[src/rtl/mtef_pkg.sv]
// ----------------------------------------------------------------------------
// mtef_pkg
// Shared codes for the track event framer: parse phases, byte roles and status byte values.
// ----------------------------------------------------------------------------
package mtef_pkg;

  typedef logic [2:0] phase_t;
  typedef logic [2:0] role_t;

  localparam phase_t PH_DELTA   = 3'd0;
  localparam phase_t PH_STATUS  = 3'd1;
  localparam phase_t PH_META    = 3'd2;
  localparam phase_t PH_COUNT   = 3'd3;
  localparam phase_t PH_PAYLOAD = 3'd4;
  localparam phase_t PH_CHANNEL = 3'd5;

  localparam role_t ROLE_DELTA   = 3'd0;
  localparam role_t ROLE_STATUS  = 3'd1;
  localparam role_t ROLE_META    = 3'd2;
  localparam role_t ROLE_COUNT   = 3'd3;
  localparam role_t ROLE_PAYLOAD = 3'd4;
  localparam role_t ROLE_CHANNEL = 3'd5;

  localparam logic [7:0] STATUS_SYSEX_END = 8'hF7;
  localparam logic [7:0] STATUS_META      = 8'hFF;
  localparam logic [3:0] NIB_SYSTEM       = 4'hF;
  localparam logic [3:0] NIB_PROG_CHANGE  = 4'hC;
  localparam logic [3:0] NIB_CHAN_PRESS   = 4'hD;

endpackage

[src/rtl/midi_track_event_framer.sv]
// ----------------------------------------------------------------------------
// midi_track_event_framer
// Results are registered: an input transfer's result is on the output in the next cycle.
// Throughput: one byte per cycle; the result register frees in the same cycle
// it is taken, so input ready is low only while a result waits unaccepted.
// Reset: synchronous, returns the parser to expect a delta time with cleared
// accumulator, held status and counters; output register empties.
// Frames track chunk bytes into events: delta time, status, meta type,
// count, payload and channel data bytes, one tagged result per byte.
// ----------------------------------------------------------------------------
module midi_track_event_framer (
  input  logic        clk,
  input  logic        rst,
  input  logic        in_valid,
  output logic        in_ready,
  input  logic [7:0]  data_byte,
  input  logic        track_start,
  output logic        out_valid,
  input  logic        out_ready,
  output logic [2:0]  byte_role,
  output logic        forward,
  output logic [31:0] delta_time,
  output logic        delta_done,
  output logic        event_last,
  output logic        bad_status,
  output logic [7:0]  event_status
);

  // parse state
  mtef_pkg::phase_t phase;
  logic [31:0]      delta_acc;
  logic [7:0]       held_status;
  logic [7:0]       payload_left;
  logic [1:0]       channel_left;

  mtef_pkg::phase_t phase_next;
  logic [31:0]      delta_acc_next;
  logic [7:0]       held_status_next;
  logic [7:0]       payload_left_next;
  logic [1:0]       channel_left_next;

  // state as seen by this byte after a track restart
  mtef_pkg::phase_t cur_phase;
  logic [31:0]      cur_acc;
  logic [7:0]       cur_status;
  logic [7:0]       cur_payload;
  logic [1:0]       cur_channel;
  logic [31:0]      acc_or;
  logic [7:0]       payload_dec;
  logic [1:0]       channel_dec;

  mtef_pkg::role_t  role_c;
  logic             fwd_c;
  logic [31:0]      dt_c;
  logic             ddone_c;
  logic             last_c;
  logic             bad_c;
  logic [7:0]       est_c;

  logic             in_xfer;

  assign in_ready = !out_valid || out_ready;
  assign in_xfer  = in_valid && in_ready;

  always_comb begin
    cur_phase   = track_start ? mtef_pkg::PH_DELTA : phase;
    cur_acc     = track_start ? 32'd0 : delta_acc;
    cur_status  = track_start ? 8'd0 : held_status;
    cur_payload = track_start ? 8'd0 : payload_left;
    cur_channel = track_start ? 2'd0 : channel_left;
    acc_or      = cur_acc | {25'd0, data_byte[6:0]};
    payload_dec = (cur_payload != 8'd0) ? cur_payload - 8'd1 : 8'd0;
    channel_dec = (cur_channel != 2'd0) ? cur_channel - 2'd1 : 2'd0;

    phase_next        = cur_phase;
    delta_acc_next    = cur_acc;
    held_status_next  = cur_status;
    payload_left_next = cur_payload;
    channel_left_next = cur_channel;

    role_c  = mtef_pkg::ROLE_DELTA;
    fwd_c   = 1'b0;
    dt_c    = 32'd0;
    ddone_c = 1'b0;
    last_c  = 1'b0;
    bad_c   = 1'b0;
    est_c   = 8'd0;

    unique case (cur_phase)
      mtef_pkg::PH_STATUS: begin
        role_c           = mtef_pkg::ROLE_STATUS;
        held_status_next = data_byte;
        est_c            = data_byte;
        if (!data_byte[7]) begin
          bad_c      = 1'b1;
          last_c     = 1'b1;
          phase_next = mtef_pkg::PH_DELTA;
        end else if (data_byte[7:4] == mtef_pkg::NIB_SYSTEM) begin
          fwd_c      = (data_byte != mtef_pkg::STATUS_SYSEX_END);
          phase_next = (data_byte == mtef_pkg::STATUS_META) ? mtef_pkg::PH_META
                                                            : mtef_pkg::PH_COUNT;
        end else begin
          fwd_c             = 1'b1;
          channel_left_next = (data_byte[7:4] == mtef_pkg::NIB_PROG_CHANGE ||
                               data_byte[7:4] == mtef_pkg::NIB_CHAN_PRESS) ? 2'd1 : 2'd2;
          phase_next        = mtef_pkg::PH_CHANNEL;
        end
      end
      mtef_pkg::PH_META: begin
        role_c     = mtef_pkg::ROLE_META;
        fwd_c      = 1'b1;
        est_c      = cur_status;
        phase_next = mtef_pkg::PH_COUNT;
      end
      mtef_pkg::PH_COUNT: begin
        role_c            = mtef_pkg::ROLE_COUNT;
        fwd_c             = 1'b1;
        est_c             = cur_status;
        payload_left_next = data_byte;
        if (data_byte == 8'd0) begin
          last_c     = 1'b1;
          phase_next = mtef_pkg::PH_DELTA;
        end else begin
          phase_next = mtef_pkg::PH_PAYLOAD;
        end
      end
      mtef_pkg::PH_PAYLOAD: begin
        role_c            = mtef_pkg::ROLE_PAYLOAD;
        fwd_c             = 1'b1;
        est_c             = cur_status;
        payload_left_next = payload_dec;
        if (payload_dec == 8'd0) begin
          last_c     = 1'b1;
          phase_next = mtef_pkg::PH_DELTA;
        end
      end
      mtef_pkg::PH_CHANNEL: begin
        role_c            = mtef_pkg::ROLE_CHANNEL;
        fwd_c             = 1'b1;
        est_c             = cur_status;
        channel_left_next = channel_dec;
        if (channel_dec == 2'd0) begin
          last_c     = 1'b1;
          phase_next = mtef_pkg::PH_DELTA;
        end
      end
      default: begin
        role_c = mtef_pkg::ROLE_DELTA;
        if (!data_byte[7]) begin
          dt_c           = acc_or;
          ddone_c        = 1'b1;
          delta_acc_next = 32'd0;
          phase_next     = mtef_pkg::PH_STATUS;
        end else begin
          delta_acc_next = {acc_or[24:0], 7'd0};
          phase_next     = mtef_pkg::PH_DELTA;
        end
      end
    endcase
  end

  always_ff @(posedge clk) begin
    if (rst) begin
      phase        <= mtef_pkg::PH_DELTA;
      delta_acc    <= 32'd0;
      held_status  <= 8'd0;
      payload_left <= 8'd0;
      channel_left <= 2'd0;
      out_valid    <= 1'b0;
    end else begin
      if (in_xfer) begin
        phase        <= phase_next;
        delta_acc    <= delta_acc_next;
        held_status  <= held_status_next;
        payload_left <= payload_left_next;
        channel_left <= channel_left_next;
        out_valid    <= 1'b1;
      end else if (out_ready) begin
        out_valid <= 1'b0;
      end
    end
  end

  // result register
  always_ff @(posedge clk) begin
    if (in_xfer) begin
      byte_role    <= role_c;
      forward      <= fwd_c;
      delta_time   <= dt_c;
      delta_done   <= ddone_c;
      event_last   <= last_c;
      bad_status   <= bad_c;
      event_status <= est_c;
    end
  end

  a_event_end_to_delta: assert property (@(posedge clk) disable iff (rst)
    in_xfer && last_c |=> phase == mtef_pkg::PH_DELTA)
    else $error("phase not back at delta after event end");

  a_bad_ends_event: assert property (@(posedge clk) disable iff (rst)
    out_valid && bad_status |-> event_last && !forward &&
      byte_role == mtef_pkg::ROLE_STATUS)
    else $error("bad status not framed as a closing status byte");

  a_delta_only_on_delta: assert property (@(posedge clk) disable iff (rst)
    out_valid && byte_role != mtef_pkg::ROLE_DELTA |-> !delta_done && delta_time == 32'd0)
    else $error("delta time reported on a non-delta byte");

  a_delta_then_status: assert property (@(posedge clk) disable iff (rst)
    in_xfer && ddone_c |=> phase == mtef_pkg::PH_STATUS)
    else $error("status not expected after last delta byte");

  a_phase_legal: assert property (@(posedge clk) disable iff (rst)
    phase == mtef_pkg::PH_DELTA || phase == mtef_pkg::PH_STATUS ||
    phase == mtef_pkg::PH_META || phase == mtef_pkg::PH_COUNT ||
    phase == mtef_pkg::PH_PAYLOAD || phase == mtef_pkg::PH_CHANNEL)
    else $error("phase holds an unused code");

endmodule
[config.mk]
export PLATFORM = sky130hd
export DESIGN_NAME = midi_track_event_framer
export DESIGN_NICKNAME = d
export VERILOG_FILES = /design/src/rtl/mtef_pkg.sv /design/src/rtl/midi_track_event_framer.sv
export SDC_FILE = /design/constraint.sdc
export NUM_CORES = 1
export LEC_CHECK = 0
export ABC_CLOCK_PERIOD_IN_PS = 3500
export BUFFER_PORTS_ARGS = -buffer_cell sky130_fd_sc_hd__buf_2
export CAP_MARGIN = 10
export CORE_MARGIN = 2
export CORE_UTILIZATION = 51
export CTS_CLUSTER_SIZE = 24
export DETAILED_ROUTE_END_ITERATION = 16
export PLACE_DENSITY_LB_ADDON = 0.2
export SLEW_MARGIN = 20
export SYNTH_ARGS = -nofsm -noshare
export SYNTH_HDL_FRONTEND = slang
export SYNTH_SLANG_ARGS = --single-unit
export TNS_END_PERCENT = 100
[constraint.sdc]
create_clock -name clk -period 3.5 [get_ports clk]
set_clock_uncertainty 0.15 [all_clocks]
set_input_delay 1.05 -clock clk [delete_from_list [all_inputs] [get_ports clk]]
set_output_delay 1.05 -clock clk [all_outputs]
set_load 0.02 [all_outputs]
* Word level (Yosys, flattened, before mapping)
Index checks and enable logic that the tools add are counted.
Cells by class: $add $sub $neg 2, equal/unequal tests 10, mux-type cells 35, bitwise gates (word level) 1, reductions and logical operators 13
Operators by type and width (count):
- $mux W32 | 3
- $mux W8 | 4
- $or A32 B7 Y32 | 1
- $pmux W8 S2 | 2
- $pmux W3 S5 | 2
- $mux W3 | 6
- $logic_not A8 Y1 | 2
- $eq A4 B4 Y1 const B | 3
- $mux W1 | 10
- $mux W2 | 5
- $eq A8 B8 Y1 const B | 1
- $ne A8 B8 Y1 const B | 1
- $reduce_bool A8 Y1 | 1
- $sub A8 B1 Y8 const B | 1
- $eq A3 B2 Y1 const B | 2
- $eq A3 B3 Y1 const B | 2
- $reduce_or A6 Y1 | 1
- $reduce_or A5 Y1 | 1
- $pmux W1 S4 | 1
- $pmux W2 S2 | 1
- $reduce_bool A2 Y1 | 2
- $reduce_or A4 Y1 | 1
- $eq A3 B1 Y1 const B | 1
- $logic_not A2 Y1 | 1
- other kinds (5) | 6
Storage, ports and cells: register bits after elaboration 101, bits of input ports 13, output and inout bits 49, logic and storage cells 74

* Longest topological paths before layout
depth after elaboration 6, mapped depth 12

* Least setup slack after synthesis
Ideal clock, no wire load.
path kind input to register, from in out_ready, to reg phase[2], setup time 0.120 ns, arrival time 3.470 ns, required time 3.230 ns, path slack -0.239 ns, stages on the path 6, path through nand2b_1 -> nand2_1 -> inv_1 -> clkbuf_1 -> nor3b_1 -> a211o_1
On the way: cells in the longest elaborated chain, start to end 2
RTL lines:
- from (decl) | RTL line midi_track_event_framer.sv:19 | input logic out_ready,
- $logic_or A1 B1 Y1 | RTL line midi_track_event_framer.sv:62 | assign in_ready = !out_valid || out_ready;
- $logic_and A1 B1 Y1 | RTL line midi_track_event_framer.sv:63 | assign in_xfer = in_valid && in_ready;
- via in_xfer | RTL line midi_track_event_framer.sv:60 | logic in_xfer;
- to (signal assigned) | RTL line midi_track_event_framer.sv:164 | phase <= mtef_pkg::PH_DELTA;
- to (signal assigned) | RTL line midi_track_event_framer.sv:172 | phase <= phase_next;
- to (decl) | RTL line midi_track_event_framer.sv:30 | mtef_pkg::phase_t phase;
The timed path passes the listed nets, and every way through them passes these cells. A chain may end at the register's enable or synchronous reset.

* Worst setup path after layout
from in track_start, to reg phase[2]
On the way: cells in the longest elaborated chain, start to end 6
RTL lines:
- from (decl) | RTL line midi_track_event_framer.sv:17 | input logic track_start,
- $mux W8 or $mux W2 (tied branches) | RTL line midi_track_event_framer.sv:69, midi_track_event_framer.sv:70
- $sub A8 B1 Y8, or another cell as far along | RTL line midi_track_event_framer.sv:72 | payload_dec = (cur_payload != 8'd0) ? cur_payload - 8'd1 : 8'd0;
- $mux W8 or $mux W2 (tied branches) | RTL line midi_track_event_framer.sv:72, midi_track_event_framer.sv:73
- $logic_not A8 Y1 or $logic_not A2 Y1 (tied branches) | RTL line midi_track_event_framer.sv:132, midi_track_event_framer.sv:142
- $mux W3 (on tied branches) | RTL line midi_track_event_framer.sv:132, midi_track_event_framer.sv:142
- $pmux W3 S5 * | RTL line midi_track_event_framer.sv:89 | unique case (cur_phase)
Mark *: on every way between the ends. The rest lies on a longest branch, timed or not.

==> results.cfg <==
[timing]
max-slew-margin-rel = 0.536
fin_tns_setup_ns = 0
finalWorstSetupSlack_ns = 0.741
min_period_ns = 2.76
max_freq_mhz = 362
setup-violations-final = 0
tightest_slew_ns = 0.695
hold_viol = 0
final_max_slew_viol_count = 0
rsz0062_at_grt = no
finalCritPeriodShare = 0.788

[yosys]
synth-async-reset-ratio = 0
synth_top_cell_by_area = edfxtp_1
avgSynthCellArea_um2 = 10.3
yosysTopAreaCellShare = 0.319
synth_nets = 443
syn_inst = 428
synthTopCellsByArea = edfxtp_1, dfxtp_1, nor2_1
syn_area_mm2 = 0.00443
synth_cell_types = 58
synth_seq_cells = 101
yosys_warnings = 0
synth-edff-count = 47
ys.flop_type = dfxtp_1
ys_seq_area_frac = 0.563

[global_routing]
grt_pass1_wl_um = 16200
groute.usage.overall = 0.209
first_global_vias = 3230
gr-total-overflow = 0
grt_max_degree = 34
antenna_found_initial = 0

[clock_tree]
clk_pin_slew_ns = 0.11
clock_path_buffers = 2
cts-buffers-inserted = 9
cts-htree-levels = 3
cts.sinks = 101
clk_latency_ns = 0.36
post_cts_buffers = 0
cts_root_buf = clkbuf_8
ctsResizeCount = 0
hold_buffers = 0
cts_tree = built

[finish]
nets = 498
fillers = 708
diodes = 0
regArea_mm2 = 0.00249
final_common_cell = nor2_1
final_cell_mix = nor2_1, buf_2, dfxtp_1
layout-drive-gt1-share = 0.205
multi_input_area_mm2 = 0.00177
syn_to_final_growth_pct = 13.3

[worst_setup_path]
crit_buf_inv = 2
cp_top_family = simple AND/OR/NAND/NOR gates
slowest_delay_ns = 0.50
critPathKind = in -> reg
crit_path_top_delay_cell = or4b_1
start_kind = input port
cp_max_fo = 8
crit_path_end_kind = flop
worstPathRequired_ns = 3.61
worstPathArrival_ns = 2.87
path_cells = buf_2 > clkinv_2 > nand2_1 > ha_1 > xor2_1 > or4b_1 > o21ai_1 > o211ai_1 > a211o_1

[routing]
postRouteAntennaNets = 0
via_per_inst = 5.81
wl_um = 9740
drt_first_pass_iters = 5
drt_iter0_drc = 237
vias = 3445
wire_per_inst_um = 16.4
drcViolationCount = 0

[floorplan]
coreArea_mm2 = 0.00830
die_area_mm2 = 0.00944
die_w_um = 97.2
rows = 33
boundaryPins = 62
die_y_um = 97.2
initial_utilization = 0.533

[power_and_ir_drop]
ir_drop_mv = 0.265
p_leak_nw = 1.92
power.density_mw_per_mm2 = 455

[place]
post-dp-hpwl_um = 6610
gp_congestion = 0.886
io_buffers = 61
post-place-ws_ns = 0.377

[hold_path]
hp-class = reg -> reg

[status]
outcome = complete, no violations

[run]
drv_cap = 0
==> final timing paths <==
path	start	endpoint	slack [ns]	depth (start not counted)
setup / recovery	track_start	phase[2]	0.74	9
hold / removal	delta_acc[3]	delta_acc[3]	0.32	1
setup reg to reg	phase[2]	payload_left[4]	1.11	6
hold reg to reg	delta_acc[3]	delta_acc[3]	0.32	1
==> logic make-up (layout without fill, tap and decap cells) <==
kind of cell / after synthesis / after routing / share of synthesized area
AND/OR/NAND/NOR: 177 / 177 / 0.216
AO/OA/AOI/OAI: 109 / 109 / 0.166
flip-flops: 101 / 101 / 0.563
buffers and inverters: 34 / 94 / 0.0382
multiplexers: 3 / 3 / 0.00678
adder cells (fa/ha/maj): 2 / 2 / 0.00565
XOR/XNOR: 2 / 2 / 0.00396
==> registers in the layout, summed over array words and instances, names as in the netlist <==
name,count
delta_acc,32
delta_time,32
event_status,8
held_status,8
payload_left,8
byte_role,3
phase,3
channel_left,2
bad_status,1
delta_done,1
event_last,1
forward,1
out_valid,1
==> through the flow <==
stage               cell area, µm²  hold slack, ns  total power [W]   util  std cells
CTS                           5020           0.326          0.00230  0.604        593
detailed placement            4800           0.295          0.00156  0.578        577
finish                        5020           0.323          0.00228  0.604        593
global placement              4800           0.292          0.00156  0.578        577
floorplan                     4430           0.280          0.00148      -        428
global route                  5020           0.346          0.00238  0.604        593
==> worst reg2reg max path: stages (launching register included) <==
cell and delay (ns):
dfxtp_1 0.79, nand2b_1 0.19, or2_0 0.24, a21oi_1 0.38, o21ai_0 0.23, a22oi_1 0.21, nor2_1 0.07
==> Yosys cell counts, drive strengths merged (2+ instances only) <==
| cell | n |
|---|---|
| and2 | 35 |
| nand3b | 3 |
| a21o | 2 |
| clkbuf | 16 |
| o32ai | 2 |
| o221ai | 2 |
| a211oi | 4 |
| a31oi | 3 |
| a22oi | 28 |
| a221oi | 2 |
| buf | 12 |
| a32oi | 2 |
| nor3b | 9 |
| nand2b | 6 |
| inv | 5 |
| nor2b | 6 |
| nor4 | 5 |
| ha | 2 |
| or3 | 4 |
| dfxtp | 54 |
| nor2 | 66 |
| edfxtp | 47 |
| nor3 | 9 |
| o21ai | 13 |
| mux2i | 3 |
| o21a | 2 |
| nand3 | 6 |
| o31ai | 2 |
| a22o | 8 |
| nand2 | 22 |
| a21oi | 33 |
| or2 | 2 |
==> report_power, final <==
| part | internal [W] | switching [W] |
|---|---|---|
| registers | 0.00127 | 0.0000199 |
| logic | 0.0000720 | 0.000168 |
| clock network | 0.000289 | 0.000459 |
==> layer usage <==
layer  share of wire  track usage  vias up
li1                -            -     1660
met1            0.44        0.276     1646
met2            0.49        0.349      122
met3           0.056       0.0360       17
met4           0.018       0.0748        0
met5               0            0        -
==> layout make-up <==
cell class                      count  share of cell area
Clock inverter                      7              0.0182
Sequential cell                   101               0.497
Tap cell                          105              0.0262
Clock buffer                        9              0.0247
Inverter                            6             0.00474
Timing Repair Buffer               72              0.0773
Multi-Input combinational cell    293               0.352
(Power assumes the default switching activity.)
